`config.mk`:
```
export PLATFORM = sky130hd
export DESIGN_NAME = ape_control
export DESIGN_NICKNAME = d
export VERILOG_FILES = /design/src/design/ape_pkg.sv /design/src/design/ape_control.sv
export SDC_FILE = /design/constraint.sdc
export NUM_CORES = 1
export LEC_CHECK = 0
export ABC_AREA = 0
export BUFFER_PORTS_ARGS = -buffer_cell sky130_fd_sc_hd__buf_2
export CAP_MARGIN = 0
export CELL_PAD_IN_SITES_DETAIL_PLACEMENT = 0
export CELL_PAD_IN_SITES_GLOBAL_PLACEMENT = 2
export CORE_ASPECT_RATIO = 0.7
export CORE_UTILIZATION = 30
export CTS_CLUSTER_SIZE = 28
export DETAILED_ROUTE_END_ITERATION = 16
export GPL_ROUTABILITY_DRIVEN = 0
export HOLD_SLACK_MARGIN = 0.1
export PLACE_DENSITY = 0.89
export RECOVER_POWER = 100
export SYNTH_ARGS = -nofsm -noshare
export SYNTH_HDL_FRONTEND = slang
export SYNTH_SLANG_ARGS = --single-unit
```
`constraint.sdc`:
```
create_clock -name clock -period 4.2 [get_ports clock]
set_clock_uncertainty 0.15 [all_clocks]
set_input_delay 1.26 -clock clock [delete_from_list [all_inputs] [get_ports clock]]
set_output_delay 1.26 -clock clock [all_outputs]
set_load 0.01 [all_outputs]
```
`src/design/ape_pkg.sv`:
```
// ---------------------------------------------------------------------------
// ape_pkg: shared types and constants of the aberration phase evaluator
// Payload structs, controller states, datapath operation codes and the
// fixed-point constants of the sine/cosine series.
// ---------------------------------------------------------------------------
`timescale 1ns / 1ps

package ape_pkg;

   localparam int MAX_TERMS = 16;
   localparam int MAX_ORDER = 8;
   localparam int IDX_W = $clog2(MAX_TERMS);
   localparam int K_W = $clog2(MAX_TERMS + 1);

   // Register indexes of the configuration port.
   localparam logic REG_WAVELENGTH = 1'b0;
   localparam logic REG_TERM_COUNT = 1'b1;

   localparam logic [31:0] HALF_PI_Q30 = 32'd1686629713;
   localparam logic [32:0] ONE_Q30 = 33'd1 << 30;
   localparam logic [63:0] ONE_Q52 = 64'd1 << 52;

   // Six sine steps followed by seven cosine steps share one counter.
   localparam int SIN_STEPS = 6;
   localparam int TRIG_STEPS = 13;

   // Series divisors and their reciprocals floor(2^40 / k); the last three
   // slots are never addressed.
   localparam logic [7:0] DIV_K [16] = '{
      8'd156, 8'd110, 8'd72, 8'd42, 8'd20, 8'd6,
      8'd182, 8'd132, 8'd90, 8'd56, 8'd30, 8'd12, 8'd2,
      8'd2, 8'd2, 8'd2};
   localparam logic [39:0] DIV_RECIP [16] = '{
      40'((41'd1 << 40) / 41'd156), 40'((41'd1 << 40) / 41'd110),
      40'((41'd1 << 40) / 41'd72),  40'((41'd1 << 40) / 41'd42),
      40'((41'd1 << 40) / 41'd20),  40'((41'd1 << 40) / 41'd6),
      40'((41'd1 << 40) / 41'd182), 40'((41'd1 << 40) / 41'd132),
      40'((41'd1 << 40) / 41'd90),  40'((41'd1 << 40) / 41'd56),
      40'((41'd1 << 40) / 41'd30),  40'((41'd1 << 40) / 41'd12),
      40'((41'd1 << 40) / 41'd2),   40'((41'd1 << 40) / 41'd2),
      40'((41'd1 << 40) / 41'd2),   40'((41'd1 << 40) / 41'd2)};

   typedef struct packed {
      logic               action;
      logic [3:0]         term_index;
      logic [3:0]         term_m;
      logic [3:0]         term_n;
      logic signed [47:0] term_mag;
      logic [15:0]        term_angle;
      logic [31:0]        spatial_freq;
      logic [15:0]        freq_angle;
   } req_type;

   typedef struct packed {
      logic signed [47:0] phase_shift;
      logic               saturated;
   } rsp_type;

   typedef enum logic [4:0] {
      OP_NONE, OP_L_ANG, OP_TX, OP_TX2, OP_TH1, OP_TH2, OP_TH3, OP_TS,
      OP_L_CX, OP_L_SY, OP_P_U, OP_PW_INIT, OP_PW, OP_T_C, OP_T_S,
      OP_INNER, OP_TERM, OP_ACC
   } op_type;

   typedef enum logic [4:0] {
      ST_IDLE, ST_L_ANG, ST_TX, ST_TX2, ST_TH1, ST_TH2, ST_TH3, ST_TS,
      ST_L_CX, ST_L_SY, ST_P_U, ST_K_CHK, ST_PW_INIT, ST_PW, ST_T_C,
      ST_T_S, ST_INNER, ST_TERM, ST_ACC, ST_DONE
   } state_type;

   typedef struct packed {
      logic   go;
      op_type op;
      logic   capture;
      logic   load_out;
   } cmd_type;

   typedef struct packed {
      logic busy;
      logic done;
      logic h_last;
      logic pw_more;
      logic k_more;
   } stat_type;

   function automatic logic is_mul(input op_type op);
      case (op)
         OP_TX, OP_TX2, OP_TH1, OP_TH2, OP_TS, OP_L_CX, OP_L_SY, OP_P_U,
         OP_PW, OP_T_C, OP_T_S, OP_TERM: is_mul = 1'b1;
         default: is_mul = 1'b0;
      endcase
   endfunction

endpackage

```
`src/design/ape_control.sv`:
```
// ---------------------------------------------------------------------------
// ape_control: sequencing state machine of the aberration phase evaluator
// Issues one datapath operation at a time and waits for its completion.
// ---------------------------------------------------------------------------
`timescale 1ns / 1ps

module ape_control (
   input  logic               clock,
   input  logic               reset,
   input  logic               in_valid,
   input  logic               in_action,
   input  logic               out_free,
   input  ape_pkg::stat_type  status,
   output logic               in_ready,
   output ape_pkg::cmd_type   cmd
);

   ape_pkg::state_type state_ff, state_in, succ;
   logic               wait_ff, wait_in;
   logic               pixel_ff, pixel_in;
   logic               has_op;
   ape_pkg::op_type    op_sel;

   always_ff @(posedge clock) begin
      if (reset) begin
         state_ff <= ape_pkg::ST_IDLE;
         wait_ff <= 1'b0;
         pixel_ff <= 1'b0;
      end else begin
         state_ff <= state_in;
         wait_ff <= wait_in;
         pixel_ff <= pixel_in;
      end
   end

   always_comb begin
      has_op = 1'b1;
      op_sel = ape_pkg::OP_NONE;
      succ = state_ff;
      case (state_ff)
         ape_pkg::ST_L_ANG: begin
            op_sel = ape_pkg::OP_L_ANG;
            succ = ape_pkg::ST_TX;
         end
         ape_pkg::ST_TX: begin
            op_sel = ape_pkg::OP_TX;
            succ = ape_pkg::ST_TX2;
         end
         ape_pkg::ST_TX2: begin
            op_sel = ape_pkg::OP_TX2;
            succ = ape_pkg::ST_TH1;
         end
         ape_pkg::ST_TH1: begin
            op_sel = ape_pkg::OP_TH1;
            succ = ape_pkg::ST_TH2;
         end
         ape_pkg::ST_TH2: begin
            op_sel = ape_pkg::OP_TH2;
            succ = ape_pkg::ST_TH3;
         end
         ape_pkg::ST_TH3: begin
            op_sel = ape_pkg::OP_TH3;
            succ = status.h_last ? ape_pkg::ST_TS : ape_pkg::ST_TH1;
         end
         ape_pkg::ST_TS: begin
            op_sel = ape_pkg::OP_TS;
            succ = pixel_ff ? ape_pkg::ST_T_C : ape_pkg::ST_L_CX;
         end
         ape_pkg::ST_L_CX: begin
            op_sel = ape_pkg::OP_L_CX;
            succ = ape_pkg::ST_L_SY;
         end
         ape_pkg::ST_L_SY: begin
            op_sel = ape_pkg::OP_L_SY;
            succ = ape_pkg::ST_IDLE;
         end
         ape_pkg::ST_P_U: begin
            op_sel = ape_pkg::OP_P_U;
            succ = ape_pkg::ST_K_CHK;
         end
         ape_pkg::ST_PW_INIT: begin
            op_sel = ape_pkg::OP_PW_INIT;
            succ = ape_pkg::ST_PW;
         end
         ape_pkg::ST_PW: begin
            op_sel = ape_pkg::OP_PW;
            succ = ape_pkg::ST_PW;
         end
         ape_pkg::ST_T_C: begin
            op_sel = ape_pkg::OP_T_C;
            succ = ape_pkg::ST_T_S;
         end
         ape_pkg::ST_T_S: begin
            op_sel = ape_pkg::OP_T_S;
            succ = ape_pkg::ST_INNER;
         end
         ape_pkg::ST_INNER: begin
            op_sel = ape_pkg::OP_INNER;
            succ = ape_pkg::ST_TERM;
         end
         ape_pkg::ST_TERM: begin
            op_sel = ape_pkg::OP_TERM;
            succ = ape_pkg::ST_ACC;
         end
         ape_pkg::ST_ACC: begin
            op_sel = ape_pkg::OP_ACC;
            succ = ape_pkg::ST_K_CHK;
         end
         default: begin
            has_op = 1'b0;
         end
      endcase
   end

   always_comb begin
      state_in = state_ff;
      wait_in = wait_ff;
      pixel_in = pixel_ff;
      in_ready = 1'b0;
      cmd.go = 1'b0;
      cmd.op = op_sel;
      cmd.capture = 1'b0;
      cmd.load_out = 1'b0;
      case (state_ff)
         ape_pkg::ST_IDLE: begin
            in_ready = 1'b1;
            if (in_valid) begin
               cmd.capture = 1'b1;
               pixel_in = in_action;
               state_in = in_action ? ape_pkg::ST_P_U : ape_pkg::ST_L_ANG;
            end
         end
         ape_pkg::ST_K_CHK: begin
            state_in = status.k_more ? ape_pkg::ST_PW_INIT : ape_pkg::ST_DONE;
         end
         ape_pkg::ST_DONE: begin
            if (out_free) begin
               cmd.load_out = 1'b1;
               state_in = ape_pkg::ST_IDLE;
            end
         end
         default: begin
            if (state_ff == ape_pkg::ST_PW && !wait_ff && !status.pw_more) begin
               // All radial factors are in; go on to the azimuthal trig.
               state_in = ape_pkg::ST_TX;
            end else if (has_op && !wait_ff) begin
               cmd.go = 1'b1;
               wait_in = 1'b1;
            end else if (has_op && status.done) begin
               wait_in = 1'b0;
               state_in = succ;
            end
         end
      endcase
   end

   // An operation is never issued on top of one still running.
   a_go_idle: assert property (@(posedge clock) disable iff (reset)
      cmd.go |-> !status.busy)
      else $error("operation issued while datapath busy");

   // The datapath takes up every issued operation.
   a_go_busy: assert property (@(posedge clock) disable iff (reset)
      cmd.go |=> status.busy)
      else $error("issued operation not started");

   // A captured item always leaves the idle state.
   a_capture: assert property (@(posedge clock) disable iff (reset)
      cmd.capture |=> (state_ff != ape_pkg::ST_IDLE))
      else $error("captured item not processed");

   // A completion is seen only while waiting on an operation.
   a_done_wait: assert property (@(posedge clock) disable iff (reset)
      status.done |-> wait_ff)
      else $error("completion without pending operation");

endmodule

```
==> reports/qor.yml, run 1 <==
post-route-util: 0.368
cp_slowest_cell: "or4_1"
worstPathArrival_ps: 2160
gr-total-overflow: 0
core_area_mm2: 0.00253
peakVddDrop_mv: 0.305
async_flop_share: 0
grt_pass1_wl_um: 3770
fin_crit_ps: 3570
final.period_utilization: 0.849
preCtsSetupSlack_ps: 902
portBuffers: 17
cts.reportedPaths.clkPinSlew_ps: 40
multi_input_area_um2: 609
grt_max_degree: 24
vias: 956
rows: 15
register_area_um2: 140
cts_buffer_depth: 2
start_util: 0.327
final_cell_mix: "15 x nand2_1, 12 x nor2_1, 10 x a21oi_1, 10 x clkbuf_1"
ys_seq_elements: 7
syn2layout_area_growth_pct: 12.5
finalSetupViolCount: 0
ctsHoldBuffers: 0
ys_seq_area_frac: 0.169
cp_num_buf_inv: 1
rsz0062_at_grt: "no"
ys_types: 41
cts_buffers: 3
vias_per_cell: 5.66
syn_nets: 134
place_hpwl_um: 1780
clock_sinks: 7
endpoint_kind: "primary output"
netlist_area_um2: 830
max_freq_mhz: 280
hold_viol_final: 0
synth_ff_type: "dfxtp_1"
fillerInstances: 298
crit_chain: "or4_1, nor2_1, and2_0, clkbuf_1"
die_w_um: 64.9
path_delay_family: "simple AND/OR/NAND/NOR gates"
power_density_mw_per_mm2: 563
worstHoldStart: "pixel_ff"
critical_path_class: "reg2out"
tns_ps: 0
die_y_um: 46.0
syn_inst: 124
cts_tree: "built"
drt-total-wl_um: 2380
slew_headroom: 0.507
drive_gt1_frac: 0.0963
ioPinCount: 19
yosys_warnings: 0
slew_violations: 0
total_power_uw: 526
h-tree-depth: 1
diodes: 0
crit_start: "state_ff[2]"
cts_root_buffer: "clkbuf_8"
post_drt_wl_per_cell_um: 14.1
p_leak_nw: 0.325
layout_commonest_cell: "nand2_1"
grt_pass1_vias: 797
postRouteAntennaNets: 0
cp.required_ps: 2790
synth.avg_cell_area_um2: 6.69
drv_cap: 0
slowest_delay_ps: 700
drc: 0
post_cts_resized: 0
cts_setup_buffers: 0
synth-edff-count: 0
first_pass_iters: 4
hp-class: "reg2reg"
r2r-start: "state_ff[2]"
start_kind: "flop"
status: "complete, no violations"
drt_iter0_markers: 99
die_area_mm2: 0.00298
insertion_delay_ps: 220
grt_usage: 0.163
fin_nets: 146
grt_antenna_before_repair: 0
setup_slack_ps: 632
crit_fanout: 23
worstMarginPinSlew_ps: 738
==> logic make-up (layout without fill, tap and decap cells) <==
group | Yosys count | in the layout | share of synthesized area
multiplexers | 4 | 4 | 0.0483
AND/OR/NAND/NOR | 53 | 53 | 0.321
AO/OA/AOI/OAI | 43 | 43 | 0.377
buffers and inverters | 16 | 27 | 0.0739
XOR/XNOR | 1 | 1 | 0.0106
flip-flops | 7 | 7 | 0.169
==> state kept, by name, summed over array words and instances (netlist names) <==
| register | flops |
|---|---|
| pixel_ff | 1 |
| state_ff | 5 |
| wait_ff | 1 |
==> worst reg2reg max path: stages (launching register included) <==
cell and delay [ps]:
dfxtp_1 540, or4_1 710, o21ai_0 190, nor3b_1 120, o31a_1 350, a2111oi_0 340
==> routing by layer <==
layer | global-route usage | vias to the layer above | share of wire | routed length, um
met5 | 0 | - | 0 | 0
met4 | 0.0133 | 0 | 0 | 0
met3 | 0.0325 | 0 | 0.063 | 151
met2 | 0.248 | 20 | 0.41 | 977
met1 | 0.244 | 455 | 0.53 | 1250
li1 | - | 481 | - | -
==> path summary, 6_finish.rpt <==
path         slack, ps           to  cells past startpoint
max                630       cmd[1]                      4
min                390     pixel_ff                      2
max reg2reg       1690  state_ff[2]                      5
min reg2reg        390     pixel_ff                      2
==> stage by stage <==
stage | instance area, um^2 | std cells | hold slack, ps
after floorplan | 830 | 124 | 325
after global placement | 918 | 165 | 389
after detailed placement | 918 | 165 | 387
after CTS | 963 | 169 | 396
after global routing | 933 | 169 | 416
final | 933 | 169 | 392
==> where the power goes <==
part / leakage, nW / internal (mW) / switching (mW) / total (mW)
registers: 0.0575 / 0.0841 / 0.0609 / 0.145
clock network: 0.0228 / 0.0654 / 0.0263 / 0.0917
logic: 0.245 / 0.124 / 0.164 / 0.289
==> cell usage after synthesis (2+ instances only) <==
| master | instances | share of area |
|---|---|---|
| a21oi_1 | 10 | 0.060 |
| a31oi_1 | 3 | 0.023 |
| a32oi_1 | 2 | 0.021 |
| buf_1 | 2 | 0.0091 |
| clkbuf_1 | 7 | 0.032 |
| dfxtp_1 | 7 | 0.17 |
| inv_1 | 6 | 0.027 |
| mux2i_1 | 4 | 0.048 |
| nand2_1 | 15 | 0.068 |
| nand2b_1 | 2 | 0.015 |
| nand4_1 | 3 | 0.023 |
| nor2_1 | 12 | 0.054 |
| nor2b_1 | 8 | 0.060 |
| nor3_1 | 3 | 0.018 |
| nor4_1 | 2 | 0.015 |
| o21ai_0 | 7 | 0.042 |
| o31a_1 | 4 | 0.042 |
| o31ai_1 | 2 | 0.018 |
| o32ai_1 | 3 | 0.032 |
==> layout make-up <==
| cell class | instances | share of cell area |
|---|---|---|
| clock buffer | 4 | 0.0483 |
| sequential | 7 | 0.150 |
| multi-input combinational | 101 | 0.653 |
| inverter | 6 | 0.0241 |
| timing repair buffer | 17 | 0.0791 |
| tap | 34 | 0.0456 |
Power figures use the tool's default switching activity.
==> run 2, diff against run 1 <==
--- a/config.mk
+++ b/config.mk
@@ -11,12 +11,12 @@
 export CELL_PAD_IN_SITES_DETAIL_PLACEMENT = 0
 export CELL_PAD_IN_SITES_GLOBAL_PLACEMENT = 2
 export CORE_ASPECT_RATIO = 0.7
-export CORE_UTILIZATION = 30
+export CORE_UTILIZATION = 28
 export CTS_CLUSTER_SIZE = 28
 export DETAILED_ROUTE_END_ITERATION = 16
 export GPL_ROUTABILITY_DRIVEN = 0
 export HOLD_SLACK_MARGIN = 0.1
-export PLACE_DENSITY = 0.89
+export PLACE_DENSITY = 0.85
 export RECOVER_POWER = 100
 export SYNTH_ARGS = -nofsm -noshare
 export SYNTH_HDL_FRONTEND = slang
==> constraint.sdc (replaced) <==
create_clock -name clock -period 3.45 [get_ports clock]
set_clock_uncertainty 0.15 [all_clocks]
set_input_delay 1.035 -clock clock [delete_from_list [all_inputs] [get_ports clock]]
set_output_delay 1.035 -clock clock [all_outputs]
set_load 0.01 [all_outputs]
==> run 2 against run 1 <==
- register-to-register slack got worse by 680 ps
- routed wire length decreased by 3.7%
- combinational power increased by 45%
- core utilization decreased by 1.6 points
- worst hold slack got worse by 27 ps
- worst setup slack got worse by 310 ps
- cell count increased by 4.1%
- non-clock buffer count increased by 5
- first-iteration DRC count decreased by 22%
- power increased by 28%
- flip-flop and latch count unchanged
- design area increased by 5.9%
- critical path type unchanged
- critical endpoint is now cmd[7]
- highest routed layer unchanged
==> reports/qor.yml, run 2 (synthesized netlist as in run 1, its figures left out) <==
status: "complete, no violations"
finalSetupViolCount: 0  # unchanged
preCtsSetupSlack_ps: 586  # -316 ps
portBuffers: 17  # unchanged
total_power_uw: 675  # +28%
p_sw_uw: 319  # +27%
max_freq_mhz: 320
tns_ps: 0  # unchanged
syn2layout_area_growth_pct: 19.2
worstMarginPinSlew_ps: 547  # -192 ps
grt_pass1_vias: 754  # -5.4%
largest_register_ffs: 5  # unchanged
cts_root_buffer: "clkbuf_8"
clkPwrFrac: 0.162  # -0.012
rsz0062_at_grt: "no"
post-route-util: 0.353  # -0.0157
fillerInstances: 324  # +8.7%
seqPwrFrac: 0.218  # -0.058
final.period_utilization: 0.907
grt_antenna_before_repair: 0  # unchanged
pwr-share-comb: 0.621  # +0.071
timing.rr.end: "state_ff[4]"
endpoint_kind: "primary output"
crit_fanout: 8  # -65%
die_w_um: 67.1  # +3.4%
slew_violations: 0  # unchanged
place_area_um2: 958  # +4.4%
vias_per_cell: 5.52  # -2.5%
rows: 16  # +1
post_cts_resized: 0  # unchanged
regMostFlops: "state_ff"
final_area_um2: 988  # +5.9%
start_util: 0.296  # -0.0314
die_y_um: 47.5  # +3.4%
switching_share: 0.473  # -0.00577
gr-total-overflow: 0  # unchanged
diodes: 0  # unchanged
power.internal_uw: 356  # +30%
final_cell_mix: "15 x nand2_1, 12 x nor2_1, 11 x clkbuf_1, 10 x a21oi_1"
cts_buffers: 3  # unchanged
grt_pass1_wl_um: 3560  # -5.5%
drt-total-wl_um: 2290  # -3.7%
slew_headroom: 0.632  # +0.125
dp.cells: 172  # +4.2%
clock_sinks: 7  # unchanged
setup_slack_ps: 322  # -311 ps
peakVddDrop_mv: 0.290  # -4.8%
vias: 971  # +1.6%
h-tree-depth: 1  # unchanged
drc: 0  # unchanged
fin_nets: 151  # +3.4%
worstHoldStart: "state_ff[4]"
die_area_mm2: 0.00319  # +6.9%
largestRegisters: "state_ff x5, pixel_ff x1, wait_ff x1"
cts_setup_buffers: 0  # unchanged
cts_tree: "built"
post_drt_wl_per_cell_um: 13.0  # -7.5%
ioPinCount: 19  # unchanged
drive_gt1_frac: 0.129  # +0.0323
layout.cells.non_filler: 176  # +4.1%
cts.reportedPaths.clkPinSlew_ps: 40  # about the same
r2r_setup_slack_ps: 1010  # -680 ps
fin_crit_ps: 3130
grt_max_degree: 17  # -29%
worstPathArrival_ps: 1940  # -220 ps
core_area_mm2: 0.00280  # +11%
power_density_mw_per_mm2: 683  # +21%
r2r-start: "state_ff[1]"
holdPathEnd: "state_ff[4]"
cts_buffer_depth: 2  # unchanged
worstRegToRegCells: 6  # +1
drt_iter0_markers: 77  # -22%
p_leak_nw: 0.349  # +7.5%
grt_usage: 0.148  # -0.0152
insertion_delay_ps: 220  # about the same
ctsHoldBuffers: 0  # unchanged
hp-class: "reg2reg"
worstHoldPathCells: 2  # unchanged
drv_cap: 0  # unchanged
cp.required_ps: 2260  # -530 ps
hold_viol_final: 0  # unchanged
start_kind: "flop"
critical_path_class: "reg2out"
holdWs_ps: 365  # -26.5 ps
postRouteAntennaNets: 0  # unchanged
place_hpwl_um: 1830  # +3.0%
first_pass_iters: 4  # unchanged
layout_commonest_cell: "nand2_1"
[run 2: layout make-up]
type	instances	area, um^2	area share
Multi-Input combinational cell	101	628	0.635
Tap cell	36	45.0	0.0456
Clock buffer	4	45.0	0.0456
Sequential cell	7	140	0.142
Inverter	6	22.5	0.0228
Timing Repair Buffer	22	108	0.109
[run 2: worst max path at each step]
stage / startpoint / end / slack [ps] / depth (start not counted)
after detailed placement: status[1] / cmd[7] / 590 / 4
after CTS: state_ff[1] / cmd[7] / 370 / 6
after floorplan: state_ff[1] / cmd[1] / 770 / 4
after global routing: state_ff[1] / cmd[7] / 130 / 6
final: state_ff[1] / cmd[7] / 320 / 6
after global placement: state_ff[2] / cmd[1] / 620 / 4
[run 2: power by group through the flow]
stage               clock [mW]  combinational [mW]  sequential (mW)
global route             0.120               0.466            0.152
global placement             0               0.423            0.147
finish                   0.109               0.419            0.147
floorplan                    0               0.343            0.117
CTS                      0.114               0.427            0.146
detailed placement           0               0.425            0.147
[run 2: per-layer routing]
metal | part of all wire | global-route usage | vias to the layer above
met5 | 0 | 0 | -
met4 | 0 | 0.0255 | 0
met3 | 0.054 | 0.0238 | 0
met2 | 0.43 | 0.218 | 26
met1 | 0.51 | 0.227 | 452
li1 | - | - | 493
[run 2: critical path, cell delays in order (launching register included)]
cell	delay [ps]
dfxtp_1	380
clkbuf_1	210
and2_0	280
o21ai_0	180
nand2_1	120
nor4_1	370
clkbuf_1	190
